$ cat config.mk
export PLATFORM = sky130hd
export DESIGN_NAME = pidstall_ctrl
export DESIGN_NICKNAME = d
export VERILOG_FILES = /design/src/pid_position_with_stall_stop_macros.svh /design/src/pidstall_pkg.sv /design/src/pidstall_ctrl.sv
export SDC_FILE = /design/constraint.sdc
export NUM_CORES = 1
export LEC_CHECK = 0
export BUFFER_PORTS_ARGS = -buffer_cell sky130_fd_sc_hd__buf_2
export CORE_AREA = 3 3 119 121
export CTS_CLUSTER_DIAMETER = 120
export DETAILED_ROUTE_END_ITERATION = 6
export DIE_AREA = 0 0 122 124
export PLACE_DENSITY = 0.77
export SLEW_MARGIN = 20
export SYNTH_ARGS = -nofsm -noshare
export SYNTH_HDL_FRONTEND = slang
export SYNTH_SLANG_ARGS = --single-unit
$ cat constraint.sdc
create_clock -name clk -period 9.25 [get_ports clk]
set_clock_uncertainty 0.15 [all_clocks]
set_input_delay 0.4625 -clock clk [delete_from_list [all_inputs] [get_ports clk]]
set_output_delay 0.4625 -clock clk [all_outputs]
set_load 0.02 [all_outputs]
$ cat src/pid_position_with_stall_stop_macros.svh
// Assertion macros for the position PID block.
`ifndef PID_POSITION_WITH_STALL_STOP_MACROS_SVH
`define PID_POSITION_WITH_STALL_STOP_MACROS_SVH

`ifndef SYNTH

// prop is checked on every rising clock edge outside reset
`define PWS_ASSERT(label, clk_s, rstn_s, prop, msg) \
    label: assert property (@(posedge clk_s) disable iff (!rstn_s) (prop)) \
        else $error(msg);

// cons must hold in the cycle after ante
`define PWS_ASSERT_NEXT(label, clk_s, rstn_s, ante, cons, msg) \
    label: assert property (@(posedge clk_s) disable iff (!rstn_s) (ante) |=> (cons)) \
        else $error(msg);

`else

`define PWS_ASSERT(label, clk_s, rstn_s, prop, msg)
`define PWS_ASSERT_NEXT(label, clk_s, rstn_s, ante, cons, msg)

`endif

`endif

$ cat src/pidstall_pkg.sv
// Shared types, constants and divide helpers for the position PID block.
package pidstall_pkg;

    localparam int POS_W     = 10;
    localparam int OFS_W     = POS_W + 1;
    localparam int CUR_W     = 10;
    localparam int STR_W     = 8;
    localparam int GAIN_W    = 16;
    localparam int INT_W     = 32;
    localparam int CNT_W     = 4;
    localparam int DRIVE_W   = 10;
    localparam int CFG_W     = 16;
    localparam int CFG_IDX_W = 2;
    localparam int STAGES    = 6;

    // intermediate widths of the drive pipeline
    localparam int Q_W     = 19;  // |sum| / 5000
    localparam int REM_W   = 13;  // remainder below 5000
    localparam int DQ_W    = 23;  // derivative quotient
    localparam int DIVIN_W = 29;  // input of the divide-by-625 helper

    typedef enum logic [2:0] {
        OP_TICK     = 3'd0,
        OP_MOVE_ABS = 3'd1,
        OP_MOVE_REL = 3'd2,
        OP_MOVE_HIT = 3'd3,
        OP_STOP     = 3'd4
    } op_t;

    localparam logic [CFG_IDX_W-1:0] CFG_GAIN_P     = 2'd0;
    localparam logic [CFG_IDX_W-1:0] CFG_GAIN_I     = 2'd1;
    localparam logic [CFG_IDX_W-1:0] CFG_GAIN_D     = 2'd2;
    localparam logic [CFG_IDX_W-1:0] CFG_TRAVEL_END = 2'd3;

    localparam logic [POS_W-1:0]   TRAVEL_END_RST = 10'd1023;
    localparam logic [CUR_W-1:0]   CUR_VALID_MAX  = 10'd180;
    localparam logic [STR_W-1:0]   LIMIT_RST      = 8'd50;
    localparam logic [CNT_W-1:0]   TRIPS_RST      = 4'd3;
    localparam logic [STR_W-1:0]   LIMIT_ARMED    = 8'd80;
    localparam logic [CNT_W-1:0]   TRIPS_ARMED    = 4'd5;
    localparam logic [CNT_W-1:0]   COUNT_MAX      = 4'd15;
    localparam logic [REM_W-1:0]   I_DIVISOR      = 13'd5000;
    localparam logic signed [DRIVE_W-1:0] DRIVE_LIM = 10'sd400;

    // state-update result for one accepted beat
    typedef struct packed {
        logic                    calc;     // tick with nonzero error
        logic signed [POS_W:0]   err;
        logic signed [INT_W-1:0] sum;
        logic signed [POS_W+1:0] derr;
        logic [POS_W-1:0]        target;
        logic                    tripped;
        logic                    limit;
    } item_t;

    typedef struct packed {
        logic signed [DRIVE_W-1:0] drive;
        logic [POS_W-1:0]          target_now;
        logic                      stall_stopped;
        logic                      limit_active;
    } result_t;

    // floor(x / 625), exact for x < 625 * 2^19, where the quotient fits Q_W bits
    function automatic logic [Q_W-1:0] div625(input logic [DIVIN_W-1:0] x);
        logic [58:0] p;
        p = x * 30'd879609303;
        return p[57:39];
    endfunction

    // floor(x / 25), exact for x < 2^27
    function automatic logic [DQ_W-1:0] div25(input logic [26:0] x);
        logic [54:0] p;
        p = x * 28'd171798692;
        return p[54:32];
    endfunction

endpackage

$ cat src/pidstall_ctrl.sv
// Controller state and its combinational update, registered for each accepted beat.
module pidstall_ctrl
(
    input  logic                              clk,
    input  logic                              rst_n,
    input  logic                              take,
    input  logic [2:0]                        operation,
    input  logic [pidstall_pkg::POS_W-1:0]    position_sample,
    input  logic [pidstall_pkg::CUR_W-1:0]    current_sample,
    input  logic                              current_due,
    input  logic signed [pidstall_pkg::OFS_W-1:0] target_or_offset,
    input  logic [pidstall_pkg::STR_W-1:0]    strength,
    input  logic [pidstall_pkg::POS_W-1:0]    travel_end,
    output pidstall_pkg::item_t               item
);

    localparam int POS_W = pidstall_pkg::POS_W;
    localparam int INT_W = pidstall_pkg::INT_W;
    localparam int CNT_W = pidstall_pkg::CNT_W;

    logic [POS_W-1:0]              target_reg, target_next;
    logic [POS_W-1:0]              last_reg, last_next;
    logic signed [POS_W:0]         prev_err_reg, prev_err_next;
    logic signed [INT_W-1:0]       sum_reg, sum_next;
    logic [CNT_W-1:0]              over_reg, over_next;
    logic                          limit_on_reg, limit_on_next;
    logic [pidstall_pkg::STR_W-1:0] climit_reg, climit_next;
    logic [CNT_W-1:0]              trips_reg, trips_next;

    logic [pidstall_pkg::CUR_W-1:0] cur_eff;
    logic [CNT_W-1:0]              over_inc;
    logic [POS_W-1:0]              tick_tgt;
    logic signed [POS_W:0]         err;
    logic signed [INT_W:0]         sum_wide;
    logic signed [INT_W-1:0]       sum_sat;
    logic signed [POS_W+1:0]       derr;
    logic signed [POS_W+1:0]       rel_tgt;
    logic                          tripped;

    // over-current tally; samples above the valid range read as zero
    always_comb
    begin
        cur_eff  = (current_sample > pidstall_pkg::CUR_VALID_MAX) ? '0 : current_sample;
        over_inc = (over_reg == pidstall_pkg::COUNT_MAX) ? over_reg : over_reg + 1'b1;
    end

    // tick path: stall check then error terms
    always_comb
    begin
        tick_tgt  = target_reg;
        over_next = over_reg;
        tripped   = 1'b0;
        if (operation == pidstall_pkg::OP_TICK)
        begin
            if (limit_on_reg)
            begin
                if (current_due && (cur_eff > {2'b00, climit_reg}))
                begin
                    if (over_inc >= trips_reg)
                    begin
                        tick_tgt  = last_reg;
                        over_next = '0;
                        tripped   = 1'b1;
                    end
                    else
                    begin
                        over_next = over_inc;
                    end
                end
            end
            else
            begin
                over_next = '0;
            end
        end
        err      = $signed({1'b0, tick_tgt}) - $signed({1'b0, position_sample});
        sum_wide = $signed({sum_reg[INT_W-1], sum_reg}) + (INT_W+1)'(err);
        if (sum_wide[INT_W] != sum_wide[INT_W-1])
            sum_sat = sum_wide[INT_W] ? {1'b1, {(INT_W-1){1'b0}}}
                                      : {1'b0, {(INT_W-1){1'b1}}};
        else
            sum_sat = sum_wide[INT_W-1:0];
        derr    = (POS_W+2)'(err) - (POS_W+2)'(prev_err_reg);
        rel_tgt = $signed({2'b00, last_reg}) + (POS_W+2)'(target_or_offset);
    end

    always_comb
    begin
        target_next   = target_reg;
        last_next     = last_reg;
        prev_err_next = prev_err_reg;
        sum_next      = sum_reg;
        limit_on_next = limit_on_reg;
        climit_next   = climit_reg;
        trips_next    = trips_reg;
        case (operation)
            pidstall_pkg::OP_TICK:
            begin
                target_next   = tick_tgt;
                last_next     = position_sample;
                prev_err_next = err;
                sum_next      = sum_sat;
            end
            pidstall_pkg::OP_MOVE_ABS:
            begin
                limit_on_next = 1'b1;
                climit_next   = pidstall_pkg::LIMIT_ARMED;
                trips_next    = pidstall_pkg::TRIPS_ARMED;
                if (!target_or_offset[POS_W])
                    target_next = target_or_offset[POS_W-1:0];
            end
            pidstall_pkg::OP_MOVE_REL:
            begin
                limit_on_next = 1'b1;
                climit_next   = pidstall_pkg::LIMIT_ARMED;
                trips_next    = pidstall_pkg::TRIPS_ARMED;
                if (!rel_tgt[POS_W+1] && !rel_tgt[POS_W])
                    target_next = rel_tgt[POS_W-1:0];
            end
            pidstall_pkg::OP_MOVE_HIT:
            begin
                limit_on_next = 1'b1;
                climit_next   = strength;
                target_next   = travel_end;
                // weaker pushes trip sooner
                if (strength < 8'd10)
                    trips_next = 4'd1;
                else if (strength < 8'd20)
                    trips_next = 4'd2;
                else if (strength < 8'd60)
                    trips_next = 4'd3;
                else if (strength < 8'd100)
                    trips_next = 4'd5;
                else
                    trips_next = 4'd8;
            end
            pidstall_pkg::OP_STOP:
            begin
                target_next = last_reg;
            end
            default:
            begin
                target_next = target_reg;
            end
        endcase
    end

    always_comb
    begin
        item.calc    = (operation == pidstall_pkg::OP_TICK) && (err != '0);
        item.err     = err;
        item.sum     = sum_sat;
        item.derr    = derr;
        item.target  = target_next;
        item.tripped = tripped;
        item.limit   = limit_on_next;
    end

    always_ff @(posedge clk or negedge rst_n)
    begin
        if (!rst_n)
        begin
            target_reg   <= '0;
            last_reg     <= '0;
            prev_err_reg <= '0;
            sum_reg      <= '0;
            over_reg     <= '0;
            limit_on_reg <= 1'b0;
            climit_reg   <= pidstall_pkg::LIMIT_RST;
            trips_reg    <= pidstall_pkg::TRIPS_RST;
        end
        else if (take)
        begin
            target_reg   <= target_next;
            last_reg     <= last_next;
            prev_err_reg <= prev_err_next;
            sum_reg      <= sum_next;
            over_reg     <= over_next;
            limit_on_reg <= limit_on_next;
            climit_reg   <= climit_next;
            trips_reg    <= trips_next;
        end
    end

endmodule

==> results of run 1 <==
==> metal layers <==
layer / share of wire / GRT usage
met5: 0 / 0
met4: 0.023 / 0.0952
met3: 0.068 / 0.0418
met2: 0.46 / 0.439
met1: 0.45 / 0.389
==> tightest hold or removal path, stage by stage <==
cell     delay, ns
buf_2         0.09
nand2_1       0.04
nand2_1       0.05
==> timing repair <==
item,CTS,global route
hold buffers,1,0
setup endpoints to repair,0,27
gates resized for setup,0,3
hold endpoints to repair,37,0
==> final cells by class <==
| cell class | instances | area (µm²) | share of cell area |
|---|---|---|---|
| Clock buffer | 11 | 243 | 0.0278 |
| Multi-Input combinational cell | 748 | 5250 | 0.601 |
| Clock inverter | 5 | 56.3 | 0.00645 |
| Inverter | 63 | 236 | 0.0271 |
| Timing Repair Buffer | 136 | 718 | 0.0822 |
| Sequential cell | 80 | 2010 | 0.230 |
| Tap cell | 176 | 220 | 0.0252 |
==> layout by cell type, fill, tap and decap left out, drive strengths merged, types with 23 or more instances in the layout <==
cell type / n
buf: 135
nand2: 104
o21ai: 101
nor2: 92
ha: 76
dfrtp: 75
inv: 63
a21oi: 61
a21o: 36
mux2: 33
xor2: 26
xnor2: 23
==> through the flow <==
stage          setup slack [ns]  instances  hold WS [ns]   util
6_report                  0.690       1219         0.191  0.662
5_1_grt                  0.0196       1219         0.205  0.662
4_1_cts                   0.541       1219         0.175  0.661
3_5_place_dp              0.618       1202         0.322  0.638
3_3_place_gp              0.765       1202         0.316  0.638
2_1_floorplan              1.03        929        0.0169      -
==> worst min-delay path by stage <==
stage | cells past startpoint | to | startpoint | slack (ns)
after floorplan | 0 | climit_reg[0] | rst_n | 0.02
after global placement | 1 | sum_reg[23] | rst_n | 0.32
after detailed placement | 1 | sum_reg[23] | rst_n | 0.32
after CTS | 3 | last_reg[0] | position_sample[0] | 0.18
after global routing | 3 | climit_reg[1] | strength[1] | 0.20
final | 3 | last_reg[0] | position_sample[0] | 0.19
==> cell families after synthesis <==
group	count (synthesis)	synth area share
simple gates	271	0.164
mux	40	0.0575
buf+inv	101	0.0560
fa+ha+maj	87	0.144
xor+xnor	49	0.0559
compound gates	301	0.261
flops	80	0.261
==> results.cfg, run 1 <==
[timing]
max_freq_mhz = 117
final.setup.tns_ns = 0
rsz0062_at_grt = false
hold_viol = 0
slew_violations = 0
setup_viol = 0
fin_crit_ns = 8.56
worst_pin_slew_ns = 0.816
slew-limit-headroom = 0.452
fin_crit_sh = 0.925

[detailed_routing]
route.detailed.wl_per_inst_um = 16.9
routed_wl_mm = 20.6
firstDrtPassIters = 5
drtIter0Drc = 707
drtAntennaViolNets = 0
drc = 0
drt-vias-per-instance = 6.00
num_vias = 7320

[floorplan]
die_w_um = 122
num_rows = 42
chipHeight_um = 124
dieArea_mm2 = 0.0151
boundaryPins = 124
initial_core_util = 0.582
core_area_mm2 = 0.0132

[grt]
grt_pass1_wl_mm = 33.6
antenna_found_initial = 0
grt-ovfl-total = 0
grt_max_degree = 53
track_usage = 0.277
grt_pass1_vias = 6894

[critical_path]
cp_num_buf_inv = 5
crit_path_max_fanout = 11
worstSetupPathType = in2out
slowest_stage = ha_1
worstPathRequired_ns = 8.64
crit_family = compound AO/OA/AOI/OAI gates
crit_start = current_sample[6]
rr_worst_depth = 30
startpoint_type = primary input
worstPathArrival_ns = 7.95
crit_path_end_kind = primary output
cpPeakStageDelay_ns = 0.40
r2r_slack_ns = 1.66
crit_path_frequent_cell = a21o_1
rr_startpoint = over_reg[0]
worst_r2r_endpoint = sum_reg[20]
crit_path_end = item[51]
cp.depth = 36

[synth]
synthTopCellsByCount = nand2_1, o21ai_0, nor2_1
async_flop_share = 1.00
ys_ff_latch = 80
synth_top_cell_by_area = dfrtp_1
syn_nets = 1065
yosysMostFrequentCell = nand2_1
avgSynthCellArea_um2 = 8.27
synth_cell_types = 82
synth_flop_cell = dfrtp_1
syn-instance-count = 929
yosysWarningCount = 0
ys_top_cells_by_area = dfrtp_1, ha_1, o21ai_0
syn_area_mm2 = 0.00768
synth_top_area_frac = 0.244
synth_edf_count = 0
synth-seq-area-share = 0.261

[clocking]
cts_made_buffers = 9
clk_path_buf_depth = 2
ctsHtreeMaxLevel = 3
clock_latency_ns = 0.35
cts-root-buf = clkbuf_16
cts_sinks = 80
cts_tree = done
path_clk_slew_ns = 0.06
cts_setup_buffers = 0

[cells_and_area]
final_layout_size_suffix_gt1_frac = 0.225
synthToLayoutAreaGrowth_pct = 13.7
largest_reg_flops = 32
final_nets = 1174
antenna_cells = 0
postLayoutCellArea_mm2 = 0.00873
fillers = 1112

[hold_path]
hold_class = in2reg

[job]
maxCapViolCount = 0

[place]
io_buffers = 123
dpl.hpwl_mm = 15.3
dpl_cell_area_mm2 = 0.00841
gp_congestion = 0.958

[run_status]
status = completed
Power of run 1 is not shown: default switching activity piles up to over one toggle a cycle in this logic, so the estimate is an artifact.
==> run 2: changes to the inputs <==
PLACE_DENSITY = 0.83   (was 0.77)
==> run 2 against run 1 <==
Clock-buffer cell count shrank 2. Routed wire length is 1.1% higher. Design area increased by 0.33%. Via count up 0.67%. Worst hold slack got worse by 0.0076 ns. Sequential share of layout area down 0.076 points. Cell count is the same. Global-route usage rose by 0.12 points. Maximum frequency down 0.46%. Core utilization increased by 0.22 points. Critical path depth is the same.
==> results.cfg, run 2 (same netlist as run 1, synthesis figures left out) <==
[critical_path]
rr_worst_depth = 30
cp_num_buf_inv = 5
crit_path_max_fanout = 18
worst_r2r_endpoint = sum_reg[19]
rr_startpoint = over_reg[0]
cpPeakStageDelay_ns = 0.44
cp.depth = 36
crit_family = compound AO/OA/AOI/OAI gates
slowest_stage = o41ai_4
crit_path_end_kind = primary output
worstPathArrival_ns = 7.99
r2r_slack_ns = 1.47
worstPathRequired_ns = 8.64
crit_path_frequent_cell = a21o_1
worstSetupPathType = in2out
startpoint_type = primary input

[detailed_routing]
route.detailed.wl_per_inst_um = 17.1
firstDrtPassIters = 5
drc = 0
routed_wl_mm = 20.9
drtAntennaViolNets = 0
drt-vias-per-instance = 6.05
num_vias = 7369
drtIter0Drc = 607

[hold_path]
min_to = climit_reg[0]
whs_path_depth = 2
hold_class = in2reg
hp-start = strength[0]

[place]
gp_congestion = 0.936
dpl.hpwl_mm = 15.6
io_buffers = 123

[timing]
final.setup.tns_ns = 0
worst_pin_slew_ns = 0.883
fin_crit_sh = 0.930
fin_crit_ns = 8.60
slew-limit-headroom = 0.404
max_freq_mhz = 116
slew_violations = 0
rsz0062_at_grt = false
hold_viol = 0
setup_viol = 0

[cells_and_area]
synthToLayoutAreaGrowth_pct = 14.1
layout_commonest_cell = buf_2
fillers = 1103
final_layout_size_suffix_gt1_frac = 0.227
layout_common_cells = buf_2, nand2_1, o21ai_0
antenna_cells = 0
final_nets = 1174
largest_reg_flops = 32

[grt]
grt-ovfl-total = 0
grtUsageMet3 = 0.0327
grtUsageMet2 = 0.450
grt_use_met1 = 0.385
grt_max_degree = 58
grt_pass1_wl_mm = 33.7
track_usage = 0.278
antenna_found_initial = 0
top_usage_layer = met2
grt_pass1_vias = 6866

[run_status]
status = completed

[floorplan]
core_area_mm2 = 0.0132
dieArea_mm2 = 0.0151
num_rows = 42
chipHeight_um = 124
initial_core_util = 0.582
die_w_um = 122
boundaryPins = 124

[clocking]
cts_setup_buffers = 0
ctsHtreeMaxLevel = 3
clk_path_buf_depth = 2
cts_made_buffers = 9
clock_latency_ns = 0.36
cts-root-buf = clkbuf_16
path_clk_slew_ns = 0.07
cts_tree = done
cts_sinks = 80

[job]
maxCapViolCount = 0
-- run 2: final cells by class --
cell class | instances | area, µm² | share of cell area
Clock buffer | 9 | 225 | 0.0257
Timing Repair Buffer | 136 | 718 | 0.0820
Clock inverter | 7 | 95.1 | 0.0109
Inverter | 63 | 236 | 0.0270
Sequential cell | 80 | 2010 | 0.229
Multi-Input combinational cell | 748 | 5260 | 0.600
Tap cell | 176 | 220 | 0.0251
-- run 2: how the worst max path moves through the flow --
stage	start	slack, ns	to
floorplan	current_sample[6]	1.03	item[33]
global placement	current_sample[6]	0.76	item[51]
detailed placement	current_sample[6]	0.56	item[39]
CTS	current_sample[6]	0.51	item[39]
global route	current_sample[6]	0.13	item[30]
finish	current_sample[6]	0.65	item[39]
-- run 2: routing by layer --
| metal | up-vias | wire length [µm] |
|---|---|---|
| met2 | 276 | 9660 |
| met5 | - | 0 |
| met1 | 3465 | 9360 |
| met4 | 0 | 647 |
| li1 | 3568 | - |
| met3 | 60 | 1190 |
-- run 2: metrics by stage --
step | utilization | hold slack [ns] | instances | worst slack, ns | cell area (µm²)
floorplan | - | 0.0169 | 929 | 1.03 | 7680
global placement | 0.638 | 0.229 | 1202 | 0.757 | 8410
detailed placement | 0.638 | 0.233 | 1202 | 0.561 | 8410
CTS | 0.663 | 0.182 | 1219 | 0.515 | 8740
global route | 0.664 | 0.204 | 1219 | 0.129 | 8760
finish | 0.664 | 0.183 | 1219 | 0.650 | 8760
-- run 2: worst reg2reg max path, delay by kind of cell (launching register included) --
family | cells | cell delay, ns
AO/OA/AOI/OAI | 14 | 3.45
adder cells (fa/ha/maj) | 4 | 1.24
buffers and inverters | 3 | 0.38
flip-flops | 1 | 0.42
multiplexers | 3 | 0.91
AND/OR/NAND/NOR | 6 | 1.13
-- run 2: what timing repair did --
item                                   CTS  global route
gates resized for setup                  0             4
setup endpoints to repair                0            23
endpoints found under the hold margin   23             0
hold buffers                             1             0
Power of run 2 is left out for the same reason.
==> run 3: changes to the inputs <==
ABC_AREA = 1   (was unset)
CORE_AREA = 3 3 124 126   (was 3 3 119 121)
DIE_AREA = 0 0 127 129   (was 0 0 122 124)
MAX_ROUTING_LAYER = met4   (was unset)
PLACE_DENSITY = 0.84   (was 0.83)
==> run 3 against run 2 <==
Worst hold slack lost 0.18 ns. Register-to-register slack gained 0.67 ns. Area after synthesis grew 12%. Via count grew 22%. Flip-flop and latch count is the same. Sequential share of layout area shrank 2.2 points. Core utilization grew 0.65 points. First-iteration DRC count grew 18%. Cell count grew 37%. Clock-buffer cell count grew 1. Routed wire length grew 15%. Critical path type is now reg2out. Critical endpoint is now item[49].
==> results.cfg, run 3 <==
[clocking]
cts_sinks = 80
path_clk_slew_ns = 0.07
clock_latency_ns = 0.35
cts-root-buf = clkbuf_16
clk_path_buf_depth = 2
cts_tree = done
ctsHtreeMaxLevel = 3
cts_resized = 0
cts_hold_buf = 0
cts_setup_buffers = 0
cts_made_buffers = 9

[detailed_routing]
firstDrtPassIters = 6
drtIter0Drc = 715
drtAntennaViolNets = 0
drc = 0
num_vias = 8987
route.detailed.wl_per_inst_um = 14.4
drt-vias-per-instance = 5.37
routed_wl_mm = 24.1

[synth]
synth_xor_area_frac = 0.0426
yosysMostFrequentCell = nand2_1
synth_edf_count = 0
synth_flop_cell = dfrtp_1
synth_compound_area_frac = 0.125
synth-simple-area-share = 0.370
avgSynthCellArea_um2 = 6.28
syn_area_mm2 = 0.00863
synth_top_family_by_area = simple AND/OR/NAND/NOR gates
synth_mux_area_frac = 0
synth_adder_area_share = 0.120
synth_cell_types = 45
yosysWarningCount = 0
syn-instance-count = 1374
synth_top_area_frac = 0.218
synth-seq-area-share = 0.233
syn_nets = 1510
synthTopCellsByCount = nand2_1, inv_1, a21oi_1
async_flop_share = 1.00
synth_top_cell_by_area = dfrtp_1
ys_top_cells_by_area = dfrtp_1, nand2_1, ha_1
ys_ff_latch = 80

[critical_path]
cp.depth = 38
crit_family = simple AND/OR/NAND/NOR gates
crit_start = over_reg[0]
rr_worst_depth = 39
crit_path_frequent_cell = nand2_1
slowest_stage = inv_1
worstPathRequired_ns = 8.64
rr_startpoint = over_reg[0]
worstSetupPathType = reg2out
crit_path_max_fanout = 31
crit_path_end = item[49]
worstPathArrival_ns = 7.25
crit_path_end_kind = primary output
startpoint_type = flop
worst_r2r_endpoint = sum_reg[3]
cpPeakStageDelay_ns = 0.76
r2r_slack_ns = 2.14
cp_num_buf_inv = 4

[timing]
worst_pin_slew_ns = 1.05
fin_crit_ns = 7.86
hold_viol = 0
rsz0062_at_grt = false
slew_violations = 0
max_freq_mhz = 127
setup_viol = 0
fin_crit_sh = 0.849
slew-limit-headroom = 0.298
final.setup.tns_ns = 0

[cells_and_area]
layout_commonest_cell = nand2_1
layout_common_cells = nand2_1, inv_1, buf_2
synthToLayoutAreaGrowth_pct = 12.2
multi_input_area_mm2 = 0.00568
largest_reg_flops = 32
fillers = 1364
final_layout_size_suffix_gt1_frac = 0.145
final_nets = 1620
antenna_cells = 0
regArea_mm2 = 0.00201

[grt]
grt_max_degree = 81
antenna_found_initial = 0
grt_pass1_vias = 8357
grt-ovfl-total = 0
grt_pass1_wl_mm = 40.2
track_usage = 0.310

[run_status]
status = completed

[place]
io_buffers = 123
dpl.hpwl_mm = 19.5
gp_congestion = 0.975

[hold_path]
hold_class = in2async

[floorplan]
dieArea_mm2 = 0.0164
num_rows = 44
boundaryPins = 124
die_w_um = 127
core_area_mm2 = 0.0144
chipHeight_um = 129
initial_core_util = 0.598

[job]
maxCapViolCount = 0
## run 3: final cells by class
type                    instances  share of cell area
well taps                     184              0.0238
inverters                     212              0.0822
repair buffers                125              0.0658
clock buffers                  10              0.0247
clock inverters                 6             0.00931
flip-flops and latches         80               0.208
multi-input cells            1056               0.587
## run 3: per-layer routing
layer	global-route usage	vias to the layer above	wire, µm
li1	-	4577	-
met1	0.420	4029	11100
met2	0.491	338	10700
met3	0.0423	43	1770
met4	0.0801	0	488
met5	-	-	0
## run 3: how the worst min path moves through the flow
stage | to | slack, ns | cells after the start
after floorplan | climit_reg[0] | 0.02 | 0
after global placement | trips_reg[0] | 0.31 | 2
after detailed placement | trips_reg[0] | 0.31 | 2
after CTS | climit_reg[0] | 0.18 | 2
after global routing | prev_err_reg[7] | 0.08 | 1
final | prev_err_reg[2] | 0.001 | 1
## run 3: per-stage QoR
stage	std cells	instance area [µm²]	hold slack, ns	setup WS (ns)	utilization
2_1_floorplan	1374	8630	0.0169	3.25	-
3_3_place_gp	1657	9340	0.307	1.87	0.648
3_5_place_dp	1657	9340	0.312	1.67	0.648
4_1_cts	1673	9670	0.182	1.41	0.671
5_1_grt	1673	9680	0.0754	0.685	0.671
6_report	1673	9680	0.00126	1.39	0.671
## run 3: logic make-up (layout without fill, tap and decap cells)
logic type,count (synthesis),count (layout)
and+or+nand+nor,745,745
buffers and inverters,238,353
AOI/OAI and AO/OA,189,189
adders and majority gates,80,80
DFF,80,80
xor gates and xnor gates,42,42
Power of run 3 is left out for the same reason.
